`config.mk`:
```
export PLATFORM = sky130hd
export DESIGN_NAME = hnil_hash
export DESIGN_NICKNAME = d
export VERILOG_FILES = /design/src/hw/rtl/hnil_hash.sv
export SDC_FILE = /design/constraint.sdc
export NUM_CORES = 1
export LEC_CHECK = 0
export BUFFER_PORTS_ARGS = -buffer_cell sky130_fd_sc_hd__buf_2
export CAP_MARGIN = 30
export CORE_ASPECT_RATIO = 0.8
export CORE_UTILIZATION = 30
export DETAILED_ROUTE_END_ITERATION = 16
export RECOVER_POWER = 100
export SLEW_MARGIN = 10
export SYNTH_ARGS = -nofsm -noshare
export SYNTH_HDL_FRONTEND = slang
export SYNTH_SLANG_ARGS = --single-unit
```
`constraint.sdc`:
```
create_clock -name clk -period 8.37 [get_ports clk]
set_clock_uncertainty 0.15 [all_clocks]
set_input_delay 0.4185 -clock clk [delete_from_list [all_inputs] [get_ports clk]]
set_output_delay 0.4185 -clock clk [all_outputs]
set_load 0.05 [all_outputs]
```
`src/hw/rtl/hnil_hash.sv`:
```
module hnil_hash (
	input  logic        clk,
	input  logic        arst_n,
	input  logic        byte_en,
	input  logic        last,
	input  logic        fold_case,
	input  logic [7:0]  name_char,
	output logic [63:0] digest
);
	localparam logic [63:0] FNV_BASIS = 64'hCBF2_9CE4_8422_2325;
	// Prime is 2^40 + 0x1B3: one shift plus a narrow constant product.
	localparam logic [63:0] FNV_PRIME_LO = 64'h1B3;
	localparam logic [7:0]  CH_BSLASH = 8'h5C;
	localparam logic [7:0]  CH_SLASH  = 8'h2F;
	localparam logic [7:0]  CH_UP_A   = 8'h41;
	localparam logic [7:0]  CH_UP_Z   = 8'h5A;
	localparam logic [7:0]  CASE_GAP  = 8'h20;

	logic [63:0] running_q;
	logic [7:0]  norm;
	logic [63:0] mixed;

	always_comb begin
		norm = name_char;
		if (norm == CH_BSLASH) begin
			norm = CH_SLASH;
		end
		if (fold_case && norm >= CH_UP_A && norm <= CH_UP_Z) begin
			norm = norm + CASE_GAP;
		end
		mixed  = running_q ^ {56'd0, norm};
		digest = (mixed << 40) + (mixed * FNV_PRIME_LO);
	end

	// Restart at the basis after the last byte of a name.
	always_ff @(posedge clk or negedge arst_n) begin
		if (!arst_n) begin
			running_q <= FNV_BASIS;
		end else if (byte_en) begin
			running_q <= last ? FNV_BASIS : digest;
		end
	end

endmodule

```
### Yosys cells after proc, flatten, opt, wreduce, memory -nomap -nowiden

Cells that the tools add are included.

| word-level totals | value |
|---|---|
| register bits after elaboration | 64 |
| input port bits | 13 |
| output and inout bits | 64 |
| logic and storage cells | 13 |

| operators by class | value |
|---|---|
| $add $sub $neg | 2 |
| multiply operators | 1 |
| order comparisons | 2 |
| equal/unequal tests | 1 |
| multiplexer cells | 3 |
| bitwise operators | 1 |
| reduce and logical (&&, ||, !) cells | 2 |

Operator list:

| kind | count |
|---|---|
| adder 64 bit | 1 |
| multiplier 64 x 9 -> 64 bit, second input constant | 1 |
| two-way mux 64 bit | 1 |
| XOR 64 x 8 -> 64 bit | 1 |
| two-way mux 8 bit | 2 |
| adder 8 x 6 -> 8 bit, second input constant | 1 |
| == test 8 x 7 -> 1 bit, second input constant | 1 |
| >= comparator 8 x 7 -> 1 bit, second input constant | 1 |
| less-or-equal comparator 8 x 7 -> 1 bit, second input constant | 1 |
| logical AND 1 bit | 2 |

### Longest topological paths before layout

| logic depth | value |
|---|---|
| depth in word-level cells | 10 |
| gate-level depth with buffers | 27 |
| gate-level depth less buffers | 26 |

### Least setup slack after synthesis

Ideal clock, no wire load.

| timing path | value |
|---|---|
| path kind | input to output |
| start point | in name_char[5] |
| end point | out digest[53] |
| data arrival time | 6.478 ns |
| data required time | 7.802 ns |
| path slack | 1.324 ns |
| stages on the path | 24 |
| path buffers | 0 |
| path through | nor3b_1 -> and4_1 -> a211oi_1 -> o21ai_0 -> o211ai_1 -> xnor2_1 -> ha_1 -> fa_1 -> ha_1 -> inv_1 -> fa_1 -> inv_1 -> ha_1 -> inv_1 -> fa_1 -> and2b_1 -> o2111a_1 -> o21ai_1 -> o211a_2 -> o31ai_4 -> a21oi_2 -> o311ai_4 -> a21oi_1 -> xnor2_1 |

| on the way | value |
|---|---|
| word-level cells in the longest chain between the ends | 9 |
| elaborated cells between the ends (all ways) | 11 |
| classes of those cells | 2 x add/sub; 1 x mul; 2 x order compare; 1 x eq/ne; 2 x mux; 1 x bitwise; 2 x reduce/logical |

RTL lines:

| item | RTL line | source |
|---|---|---|
| start, declared | 7 | `input logic [7:0] name_char,` |
| == test 8 x 7 -> 1 bit | 25 | `if (norm == CH_BSLASH) begin` |
| two-way mux 8 bit (*) | 25 |  |
| >= comparator 8 x 7 -> 1 bit | 28 | `if (fold_case && norm >= CH_UP_A && norm <= CH_UP_Z) begin` |
| logical AND 1 bit (2 in series) | 28 |  |
| two-way mux 8 bit (*) | 28 |  |
| XOR 64 x 8 -> 64 bit (*) | 31 | `mixed = running_q ^ {56'd0, norm};` |
| multiplier 64 x 9 -> 64 bit | 32 | `digest = (mixed << 40) + (mixed * FNV_PRIME_LO);` |
| adder 64 bit (*) | 32 |  |
| end, declared | 8 | `output logic [63:0] digest` |

Every way passes the cells marked *; elsewhere a longest branch is shown, timed or not.

### Worst setup path after layout

| timing path | value |
|---|---|
| start point | in name_char[5] |
| end point | out digest[44] |

The elaborated chain is that of the path after synthesis.

==> qor.txt <==
core area: 0.0447 sq mm
#FFs+latches synth: 64
Setup crit start kind: input pin
layout net count: 1885
vias: 10100
post-DP HPWL: 35.2 mm
outcome: finished, violations left
final setup fails: 0
Crit. End Element: output port
Synth Area in XOR/XNOR: 5.69%
Detailed Route Iter0 Violations: 722
vias in the first global route: 10500
antenna fix cells: 0
Sink Count: 64
YS warnings: 0
# fillers: 4658
unrepaired setup endpoints after global routing: no
Main synth FF type: dfrtp_1
CTS Buf Count: 9
dominant cells by area after synthesis: fa_1 (35%), ha_1 (17%), inv_1 (9.0%), dfrtp_1 (6.6%), dfstp_2 (5.4%)
post-route minimum period: 7.91 ns
f_max: 0.126 GHz
clock buffer depth: 2
Post-Syn Area: 0.0137 sq mm
top cell type's share of synthesized area: 34.6%
Largest register FFs: 64
Seq/Total Area, Yosys: 11.9%
Biggest register: running_q
CTS H-tree depth: 3
cts repair resizes: 0
placed cells: 2041
Final Hold Viols: 0
period utilisation layout: 94.5%
Min Hold Slack: 0.353 ns
crit path from: name_char[5]
total gr overflow: 0
final std cells w/o fill: 2059
average wire per standard cell: 19.5 microns
largest net degree at the start of global routing: 65
die height: 193 microns
Setup CP Type: in2out
Post-CTS Hold Buffers: 0
synthesized net count: 1826
Top Registers: running_q: 64 flops
Pre-antenna DRT Iters: 5
Compound-Gate Fraction of Synth Area: 14.3%
simple-gate share of the synthesized area: 6.40%
Avg Cell Area, Syn: 9.84 sq um
post-CTS setup buffer count: 0
Req. time, crit path: 7.80 ns
mux share of post-synthesis cell area: 0.0822%
overall routing resource usage: 18.2%
Worst Min Path Start: running_q[6]
Max Slew Vio Count: 58
worst r2r src: running_q[5]
Post-Syn Instances: 1392
Initial Util: 30.6%
clock latency at the later pin of the worst-skew pair: 0.36 ns
CP arrival: 7.34 ns
share of layout cells above drive strength 1: 7.28%
Die Width: 241 microns
CTS tree: built
crit-path max FO: 6
initial antenna violation count: 0
GP Congestion: 0.950
largest family of logic cells by synthesized area: adder cells
cell taking the most area after synthesis: fa_1
FFs w/ async S/R, synth: 100%
Max Cap Viol: 1
setup tns final: 0 ns
first-pass GRT wire length: 63.1 mm
DR vias/cell: 4.89
Root Buffer: clkbuf_16
number of synthesized flops with an enable pin: 0
Detail Route Antenna Nets: 0
IO Count: 77
die area: 0.0465 sq mm
failing checks: max-capacitance violations, max-slew violations
Site Rows: 69
WL final: 40.3 mm
Worst-path clk slew: 0.06 ns
post-synth cell types: 74
relative slew slack: -137%
Port Buffers: 76
adder-cell share of the synthesized area: 51.4%
HP Class: reg2reg
Residual DRC: 0
Area Growth Syn to Fin: 9.39%
Slew @ Worst Pin: 3.55 ns
## synth_stat cells, types with 2 or more instances
| library cell | count |
|---|---|
| nand2_1 | 55 |
| a31oi_1 | 7 |
| nand2b_1 | 5 |
| a21boi_1 | 2 |
| o21bai_1 | 10 |
| nand4_1 | 21 |
| xnor2_1 | 50 |
| nand3_1 | 6 |
| and4_1 | 2 |
| a21oi_2 | 2 |
| o21ai_0 | 15 |
| a22o_1 | 31 |
| o21ai_1 | 22 |
| dfstp_2 | 28 |
| clkbuf_1 | 23 |
| or3_1 | 6 |
| buf_2 | 12 |
| ha_1 | 184 |
| o211ai_1 | 8 |
| o31a_1 | 4 |
| and2_1 | 4 |
| a221o_1 | 2 |
| and3_1 | 4 |
| dfrtp_1 | 36 |
| o31ai_1 | 5 |
| nor2_1 | 38 |
| o221a_2 | 2 |
| or2_2 | 5 |
| nor4_1 | 5 |
| a31oi_2 | 2 |
| a21oi_1 | 71 |
| o21a_1 | 6 |
| nor3_1 | 11 |
| a211oi_1 | 6 |
| fa_1 | 237 |
| xor2_1 | 39 |
| a21o_1 | 34 |
| nor2b_1 | 7 |
| o22a_1 | 20 |
| a2111oi_0 | 2 |
| inv_1 | 328 |
| a31o_2 | 3 |
## stage by stage
step / area, sq um / worst slack (ns) / utilization (%)
after CTS: 15000 / 0.511 / 33.6
after detailed placement: 14700 / 0.529 / 33.0
final: 15000 / 0.460 / 33.5
after global placement: 14700 / 0.797 / 33.0
after global routing: 15000 / 0.0106 / 33.5
after floorplan: 13700 / 1.32 / -
## final cells by class
class,instances,area (sq um),area share (%)
Multi-Input combinational cell,963,10700,71.2
Timing Repair Buffer,85,389,2.60
Inverter,328,1230,8.22
Clock buffer,11,243,1.62
Tap cell,603,754,5.03
Sequential cell,64,1640,10.9
Clock inverter,5,56.3,0.376
## layout by cell type (no fill, tap or decap), types with 20 or more instances in the layout
master	count
ha_1	184
dfstp_2	28
clkbuf_2	23
xnor2_1	50
fa_1	237
inv_1	328
clkbuf_1	42
nand2_1	55
o22a_1	20
nand4_1	21
a21oi_1	71
nor2_1	38
a21o_1	34
dfrtp_1	36
a22o_1	31
xor2_1	39
o21ai_0	24
## final timing paths
check / slack [ns] / to / cells after the start
min reg2reg: 0.35 / running_q[6] / 2
min in group asynchronous: 0.47 / running_q[4] / 3
max reg2reg: 1.99 / running_q[39] / 22
max: 0.46 / digest[44] / 25
max in group asynchronous: 3.87 / running_q[28] / 4
min: 0.35 / running_q[6] / 2
## per-layer routing
metal	part of all wire, %	GRT usage (%)	up-vias
met3	9.0	5.01	31
li1	-	-	4662
met5	0	0	-
met4	1.7	3.53	0
met1	49	27.8	5024
met2	40	25.3	357
## worst max-delay path, cell delays in order
cell	delay, ns
buf_2	0.12
nor3b_1	0.37
and4_1	0.33
a211oi_1	0.06
o21ai_0	0.18
o211ai_1	0.20
xnor2_1	0.51
ha_1	0.38
xor2_1	0.16
ha_1	0.19
a21oi_1	0.21
fa_1	0.47
fa_1	0.50
inv_1	0.04
ha_1	0.27
ha_1	0.36
a21oi_1	0.22
o32ai_1	0.12
a211oi_1	0.38
nand3_1	0.19
a21oi_1	0.37
o21ai_0	0.24
a311oi_1	0.39
xnor2_1	0.29
clkbuf_2	0.36
## cell families (layout without fill, tap and decap cells)
logic type / count (synthesis) / in the layout
fa+ha+maj: 421 / 421
buf+inv: 365 / 429
compound gates: 275 / 275
simple gates: 177 / 177
xor+xnor: 89 / 89
flops: 64 / 64
mux: 1 / 1
Power is not shown: default switching activity piles up to over one toggle a cycle in this logic, so the estimate is an artifact.
