**src/hw/rtl/hnil_pkg.sv**
```systemverilog
package hnil_pkg;

	// Kind of an input word, carried on s_tuser.
	typedef enum logic [0:0] {
		ACT_LOAD = 1'b0,
		ACT_NAME = 1'b1
	} act_t;

	// Configuration register indexes.
	typedef enum logic [1:0] {
		CFG_ENTRY_COUNT = 2'd0,
		CFG_DATA_BASE   = 2'd1,
		CFG_PACK_BYTES  = 2'd2,
		CFG_FOLD_CASE   = 2'd3
	} cfg_idx_t;

	typedef struct packed {
		logic [8:0]  entry_count;
		logic [39:0] data_base;
		logic [39:0] pack_bytes;
		logic        fold_case;
	} cfg_t;

	typedef struct packed {
		logic [63:0] hash;
		logic [39:0] offset;
		logic [39:0] length;
	} entry_t;

	// Search request raised by the last byte of a name.
	typedef struct packed {
		logic        start;
		logic [63:0] digest;
	} srch_req_t;

	typedef struct packed {
		logic        found;
		logic        in_bounds;
		logic [40:0] data_start;
		logic [39:0] data_length;
		logic [63:0] name_digest;
	} result_t;

	typedef enum logic [2:0] {
		SRCH_IDLE,
		SRCH_SCAN,
		SRCH_CALC,
		SRCH_CHECK,
		SRCH_DONE
	} srch_state_t;

endpackage

```
**src/hw/rtl/hnil_search.sv**
```systemverilog
module hnil_search #(
	parameter int MAX_ENTRIES = 256,
	parameter int ADDR_W      = 8,
	parameter int CNT_W       = 9
) (
	input  logic                  clk,
	input  logic                  arst_n,
	input  hnil_pkg::cfg_t        cfg,
	input  hnil_pkg::srch_req_t   req,
	output logic                  idle,
	output logic                  rd_en,
	output logic [ADDR_W-1:0]     rd_addr,
	input  hnil_pkg::entry_t      rd_entry,
	output logic                  res_valid,
	input  logic                  res_ready,
	output hnil_pkg::result_t     res
);
	import hnil_pkg::*;

	srch_state_t      state_q, state_d;
	logic [63:0]      digest_q;
	logic [CNT_W-1:0] limit_q, limit_d, addr_q;
	logic             pend_s1;
	logic             found_q;
	logic [39:0]      off_q, len_q;
	logic [40:0]      start_q;
	logic             inb_q;
	logic             more, hit, scan_end, out_free;
	logic [31:0]      cnt_ext;

	assign cnt_ext  = 32'(cfg.entry_count);
	assign limit_d  = (cnt_ext > 32'(MAX_ENTRIES)) ? CNT_W'(MAX_ENTRIES) : CNT_W'(cnt_ext);
	assign more     = addr_q < limit_q;
	assign hit      = pend_s1 && (rd_entry.hash == digest_q);
	assign out_free = !res_valid || res_ready;
	assign rd_addr  = addr_q[ADDR_W-1:0];

	always_comb begin
		state_d  = state_q;
		idle     = 1'b0;
		rd_en    = 1'b0;
		scan_end = 1'b0;
		unique case (state_q)
			SRCH_IDLE: begin
				idle = 1'b1;
				if (req.start) begin
					state_d = SRCH_SCAN;
				end
			end
			SRCH_SCAN: begin
				rd_en    = more;
				scan_end = !pend_s1 && !more;
				if (hit || scan_end) begin
					state_d = SRCH_CALC;
				end
			end
			SRCH_CALC:  state_d = SRCH_CHECK;
			SRCH_CHECK: state_d = SRCH_DONE;
			SRCH_DONE: begin
				if (out_free) begin
					state_d = SRCH_IDLE;
				end
			end
			default: state_d = SRCH_IDLE;
		endcase
	end

	always_ff @(posedge clk or negedge arst_n) begin
		if (!arst_n) begin
			state_q   <= SRCH_IDLE;
			pend_s1   <= 1'b0;
			found_q   <= 1'b0;
			res_valid <= 1'b0;
		end else begin
			state_q <= state_d;
			pend_s1 <= rd_en;
			if (state_q == SRCH_IDLE && req.start) begin
				found_q <= 1'b0;
			end else if (state_q == SRCH_SCAN && hit) begin
				found_q <= 1'b1;
			end
			if (state_q == SRCH_DONE && out_free) begin
				res_valid <= 1'b1;
			end else if (res_ready) begin
				res_valid <= 1'b0;
			end
		end
	end

	always_ff @(posedge clk) begin
		if (state_q == SRCH_IDLE && req.start) begin
			digest_q <= req.digest;
			limit_q  <= limit_d;
			addr_q   <= '0;
			off_q    <= '0;
			len_q    <= '0;
		end
		if (rd_en) begin
			addr_q <= addr_q + CNT_W'(1);
		end
		if (state_q == SRCH_SCAN && hit) begin
			off_q <= rd_entry.offset;
			len_q <= rd_entry.length;
		end
		if (state_q == SRCH_CALC) begin
			start_q <= found_q ? ({1'b0, cfg.data_base} + {1'b0, off_q}) : '0;
		end
		if (state_q == SRCH_CHECK) begin
			inb_q <= found_q && (({1'b0, start_q} + {2'b00, len_q}) <= {2'b00, cfg.pack_bytes});
		end
		if (state_q == SRCH_DONE && out_free) begin
			res.found       <= found_q;
			res.in_bounds   <= inb_q;
			res.data_start  <= start_q;
			res.data_length <= len_q;
			res.name_digest <= digest_q;
		end
	end

endmodule

```
**config.mk**
```make
export PLATFORM = sky130hd
export DESIGN_NAME = hnil_search
export DESIGN_NICKNAME = d
export VERILOG_FILES = /design/src/hw/rtl/hnil_pkg.sv /design/src/hw/rtl/hnil_search.sv
export SDC_FILE = /design/constraint.sdc
export NUM_CORES = 1
export LEC_CHECK = 0
export BUFFER_PORTS_ARGS = -buffer_cell sky130_fd_sc_hd__clkbuf_2
export CAP_MARGIN = 15
export CORE_MARGIN = 2
export CORE_UTILIZATION = 54
export CTS_BUF_LIST = sky130_fd_sc_hd__clkbuf_16
export CTS_CLUSTER_DIAMETER = 60
export CTS_CLUSTER_SIZE = 40
export DETAILED_ROUTE_END_ITERATION = 8
export PLACE_DENSITY = 0.81
export SLEW_MARGIN = 40
export SYNTH_ARGS = -nofsm -noshare
export SYNTH_HDL_FRONTEND = slang
export SYNTH_SLANG_ARGS = --single-unit
export TNS_END_PERCENT = 5
```
**constraint.sdc**
```tcl
create_clock -name clk -period 5.04 [get_ports clk]
set_input_delay 1.512 -clock clk [delete_from_list [all_inputs] [get_ports clk]]
set_output_delay 1.512 -clock clk [all_outputs]
set_load 0.02 [all_outputs]
```
==> Yosys cells after proc, flatten, opt, wreduce, memory -nomap -nowiden <==
Cells that the tools add are included.
{ "op_classes": {"add_sub_neg": 3, "order_cmp": 3, "eq_ne": 8, "mux": 15, "reduce_logical": 16} }
{ "op_table": {"columns": ["operator", "n"], "rows": [
  ["40-bit two-way mux", 3],
  ["64-bit == test", 1],
  ["41-bit by 40-bit adder with 42-bit output", 1],
  ["42-bit by 40-bit less-or-equal comparator with 1-bit output", 1],
  ["40-bit by 40-bit adder with 41-bit output", 1],
  ["9-bit two-way mux", 2],
  ["3-bit one-hot mux with 5 select lines", 1],
  ["9-bit by 1-bit adder with 9-bit output (second input constant)", 1],
  ["9-bit > comparator (second input constant)", 1],
  ["9-bit less-than comparator", 1],
  ["3-bit two-way mux", 3],
  ["3-bit by 2-bit == test with 1-bit output (second input constant)", 2],
  ["1-bit logical AND", 6],
  ["1-bit two-way mux", 6],
  ["2-bit inequality test (second input constant)", 3],
  ["2-bit nonzero test", 3],
  ["3-bit by 1-bit == test with 1-bit output (second input constant)", 1],
  ["3-bit == test (second input constant)", 1],
  ["1-bit zero test", 3],
  ["3-bit zero test", 1],
  ["3-bit AND reduction", 1],
  ["1-bit logical OR", 2]
]} }
{ "word_totals": {"ff_bits": 357, "in_bits": 302, "output_inout_bits": 158, "wordCells": 61} }

==> Depth between registers and ports, before layout <==
{ "logic_depth": {"depth_word": 6, "ltp_mapped": 20} }

==> Worst setup path after synthesis <==
Ideal clock, no wire load.
{ "synth_timing": {"path_kind": "input port to flip-flop", "start": "in res_ready", "end": "reg res[0] (netlist name), enable pin", "setup_ns": 0.525, "arrival_ns": 5.052, "required_ns": 4.515, "setup_slack_ns": -0.537, "cell_stages": 2, "n_path_buf": 0, "path_cell_list": "nand2b_1 > and3_1"} }
{ "synth_between": {"elab_chain_cells": 2} }
{ "synth_lines": {"columns": ["element", "line", "rtl"], "rows": [
  ["start, declared", "hnil_search.sv:15", "input logic res_ready,"],
  ["1-bit logical OR", "hnil_search.sv:35", "assign out_free = !res_valid || res_ready;"],
  ["1-bit logical AND", "hnil_search.sv:111", "if (state_q == SRCH_DONE && out_free) begin"],
  ["end, declared", "hnil_search.sv:16", "output hnil_pkg::result_t res"]
]} }
No other way between the ends.
A chain may end at the register's enable or synchronous reset.

==> Final worst setup path <==
{ "layout_timing": {"start": "reg start_q[3]", "end": "reg inb_q (data pin)"} }
{ "layout_between": {"elab_chain_cells": 3} }
{ "layout_lines": {"columns": ["element", "line", "rtl"], "rows": [
  ["start, declared", "hnil_search.sv:26", "logic [40:0] start_q;"],
  ["start signal, assigned", "hnil_search.sv:106", "start_q <= found_q ? ({1'b0, cfg.data_base} + {1'b0, off_q}) : '0;"],
  ["41-bit by 40-bit adder with 42-bit output", "hnil_search.sv:109", "inb_q <= found_q && (({1'b0, start_q} + {2'b00, len_q}) <= {2'b00, cfg.pack_bytes});"],
  ["42-bit by 40-bit less-or-equal comparator with 1-bit output", "hnil_search.sv:109", null],
  ["1-bit logical AND", "hnil_search.sv:109", null],
  ["end signal, assigned", "hnil_search.sv:109", null],
  ["end, declared", "hnil_search.sv:27", "logic inb_q;"]
]} }
No other way between the ends.

==> impl.org <==
** Status
- The flow ran to the end, and the final reports show no timing, DRC or antenna violations.

** Logic synthesis
- The synthesized design contains roughly 350 enable-type register cells.
- Post-synthesis instance area :: between 15000 and 20000 um2
- Sequential-to-total area share from yosys stat :: 0.586
- Counting every net in the synthesized netlist gives 1893.
- Prevailing post-synth register cell :: sky130_fd_sc_hd__edfxtp_1
- Counting flops with an async set or reset pin after synthesis yields a share of 0.0168.
- Cell variety after synth :: 75
- Synthesis produced 1460 cells.
- Mean area per synthesized cell :: 12.5 um2
- YS warnings :: 0
- Synth Register Bits :: ~360

** Critical path
- Setup slack on the worst reg-to-reg path comes out at between 0.3 and 0.4 ns.
- Ordered list of cells on the worst path :: ha_1, a21o_1, a221oi_4, o2bb2ai_1, nand3_1, a31o_1, or3b_4, a31oi_2, xnor2_1, ha_1, nand4_1, nor4_1, buf_4, o21ai_0, a31oi_1, a211oi_2
- Max FO, Critical Path :: 5
- STA classifies the critical path startpoint as a flip-flop.
- The worst register-to-register path has a depth of 16.
- Arrival time at the worst endpoint :: between 5 and 6 ns
- Maximum cell stage delay along the critical path :: approximately 0.42 ns
- Reg2reg start :: start_q[3]
- Among the stages of the critical path, the cell type that occurs most often is sky130_fd_sc_hd__ha_1.
- Reg-to-Reg End :: inb_q
- Slowest cell on the critical path :: sky130_fd_sc_hd__edfxtp_1
- Data required time at the worst endpoint :: between 5 and 6 ns
- STA classifies the critical path endpoint as a flip-flop.
- The worst setup path is of the flip-flop to flip-flop kind.

** Floorplan
- In this run the standard cell core region covers 33400 um2.
- Measured along the y axis, the die boundary spans approximately 190 um.
- Floorplan die width :: around 190 um
- For this configuration, the core starts out at a cell density of 0.546.
- In this run the count of I/O pins placed on the die edge is between 400 and 500.
- Total die area :: between 30000 and 40000 um2
- Std cell rows :: between 60 and 70

** Layout
- Measured on the finished design, the core utilization comes to 0.662.
- The layout has ~2500 filler cells.
- In the layout the commonest cells are sky130_fd_sc_hd__clkbuf_2 (458), sky130_fd_sc_hd__edfxtp_1 (351), sky130_fd_sc_hd__ha_1 (129), sky130_fd_sc_hd__and3_1 (93), sky130_fd_sc_hd__inv_1 (91).
- In the final layout, the share of cells above drive strength 1 is 0.283.
- At the end of the flow, the number of nets in the layout was approximately 2300.
- The library cell used most frequently in the layout, excluding fill and tap cells, is sky130_fd_sc_hd__clkbuf_2.
- Synthesis-to-finish area growth :: 21.2%

** Pwr
- Switching fraction of total power :: 0.362
- Dividing total power by cell area gives a power density of approximately 450 nW/um2.
- Pwr Total :: just under 10000 uW
- The worst-case IR drop observed on VDD is between 0.3 and 0.4 mV.
- Of the total power, combinational logic draws 0.314.
- The internal portion of the total power is roughly 6300 uW.
- For this design the static power due to leakage is 0.00992 uW.
- The share of total power dissipated in the clock network is 0.249.
- Net switching power :: around 3600 uW
- Of the total power, registers draw 0.437.

** Timing
- Hold Violations, Final :: 0
- For the final database, setup skew stands at 0.0198 ns.
- Share of the cycle needed by the critical path after routing :: 0.937
- Count of endpoints failing setup in the final report :: 0
- Max-slew violations :: 0
- Total Negative Setup Slacks :: 0 ns
- Tightest slew margin relative to the limit :: 0.485
- Hold slack :: roughly 0.44 ns
- Clock period minus final worst setup slack :: ~4.7 ns
- Derived from the worst setup path, the maximum achievable clock frequency is between 0.2 and 0.25 GHz.
- RSZ-0062 raised after global routing :: no
- At the pin with the least slew margin, the transition time is between 0.7 and 0.8 ns.

** Global route
- The number of global-route vias before repair came to about 14000.
- All-layer global routing usage :: 0.282
- Summed over all layers, the global routing overflow is 0.
- Wire length of the first global-routing pass :: 76200 um
- Entering global routing, the biggest net connects 84 pins.
- Antenna violations before repair :: 8

** Clocking
- CTS built an H-tree with a depth of 1.
- Clock Sink Count :: 357
- Once the clock tree was built, the setup fixing pass inserted 0 buffers.
- Counting along the longest clock path gives a buffer depth of 3.
- Post-cts repair resize count :: 0
- Total of hold buffers inserted after clock tree synthesis :: 0
- Number of CTS-inserted buffers :: 28
- In this run the clock root is driven by a sky130_fd_sc_hd__clkbuf_16.
- Worst-skew pair later-pin latency :: 0.57 ns
- TritonCTS built the clock tree.
- Clock transition at the registers of the reported paths :: 0.10 ns

** Worst hold path
- Worst min-delay path category :: flip-flop to flip-flop
- The startpoint identified for the worst hold timing path is inb_q.
- Counting instances, the worst hold path has a depth of 0.
- WHS Endpoint :: res[145]

** Routing
- In the final routed layout, each cell accounts on average for ~21 um.
- Via density :: between 5 and 6
- Routed wire length :: roughly 50000 um
- Remaining design rule violation count :: 0
- Remaining antenna violation count :: 0
- Drt first-iter violations :: approximately 1200
- Detailed routing inserted a total of between 10000 and 15000 vias.
- For this run, the detailed router's first-pass iteration total came to 7.

** Placement
- At the end of routability-driven placement, the weighted congestion stood at 0.924.
- Once detailed placement completed, the half-perimeter wirelength came to just under 40000 um.
- Number of buffer cells added on primary ports :: ~460

** Run
- Across the run, the number of max-cap violations was 0.
## power groups by stage
stage	Clock (uW)	Sequential [uW]	Combinational (uW)
CTS	2500	4330	3080
global route	2610	4380	3390
global placement	0	4360	2940
finish	2470	4330	3110
detailed placement	0	4390	3060
floorplan	0	4480	1960
## per-layer routing
layer / part of all wire / track usage / vias up / routed length (um)
met4: 0.039 / 0.106 / 6 / 1980
li1: - / - / 6377 / -
met5: 0.00071 / 0 / - / 36
met1: 0.37 / 0.329 / 6474 / 18600
met2: 0.51 / 0.510 / 654 / 25900
met3: 0.082 / 0.0591 / 101 / 4150
## worst max-delay path by stage
stage	from	to	slack (ns)
3_5_place_dp	len_q[9]	inb_q	0.40
3_3_place_gp	start_q[5]	inb_q	0.57
5_1_grt	len_q[3]	inb_q	0.15
6_report	start_q[3]	inb_q	0.32
2_1_floorplan	req[64]	len_q[0]	0.35
4_1_cts	len_q[9]	inb_q	0.31
## metrics by stage
step                      std cells  area (um2)  worst slack, ns
after floorplan                1460       18300            0.348
after global placement         2330       21000            0.573
after detailed placement       2330       21000            0.400
after CTS                      2382       22100            0.305
after global routing           2387       22100            0.153
final                          2387       22100            0.317
## synthesized netlist by cell type (all sizes together) (19+ instances only)
| master | instances | share of area |
|---|---|---|
| a21o | 50 | 0.021 |
| a21oi | 85 | 0.024 |
| and3 | 94 | 0.032 |
| clkbuf | 35 | 0.0072 |
| edfxtp | 351 | 0.58 |
| ha | 129 | 0.088 |
| inv | 92 | 0.019 |
| nand2 | 70 | 0.014 |
| nand2b | 19 | 0.0065 |
| nand3 | 22 | 0.0060 |
| nand4 | 23 | 0.0079 |
| nor2 | 85 | 0.017 |
| nor2b | 21 | 0.0076 |
| o21ai | 44 | 0.012 |
| xnor2 | 58 | 0.028 |
| xor2 | 69 | 0.033 |
## cell type report
cell class	instances	area [um2]	share of cell area
diodes	5	12.5	0.000565
clock buffers	29	726	0.0328
clock inverters	23	362	0.0163
inverters	92	345	0.0156
multi-input cells	966	7050	0.319
flip-flops and latches	357	10700	0.483
well taps	448	561	0.0253
repair buffers	467	2380	0.108
## logic make-up (layout without fill, tap and decap cells)
group                    Yosys count  after routing  synth area share
AND/OR/NAND/NOR                  397            397             0.115
flip-flops                       357            357             0.586
AO/OA/AOI/OAI                    302            302             0.113
buffers and inverters            137            611            0.0299
adder cells (fa/ha/maj)          131            131            0.0906
XOR/XNOR                         127            127            0.0609
multiplexers                       9              9           0.00494
other                              0              5                 0
## sequential cells by signal, summed over array words and instances, names as in the netlist
signal     count
addr_q         9
digest_q      64
found_q        1
inb_q          1
len_q         40
limit_q        9
off_q         40
pend_s1        1
res          147
res_valid      1
start_q       41
state_q        3
## critical path, delay by kind of cell, from the launching register on
kind / cells / cell delay, ns
AOI/OAI and AO/OA: 8 / 1.94
xor gates and xnor gates: 1 / 0.11
adders and majority gates: 2 / 0.68
buffers and inverters: 1 / 0.20
DFF: 1 / 0.42
and+or+nand+nor: 4 / 1.10
Power figures use the tool's default switching activity.
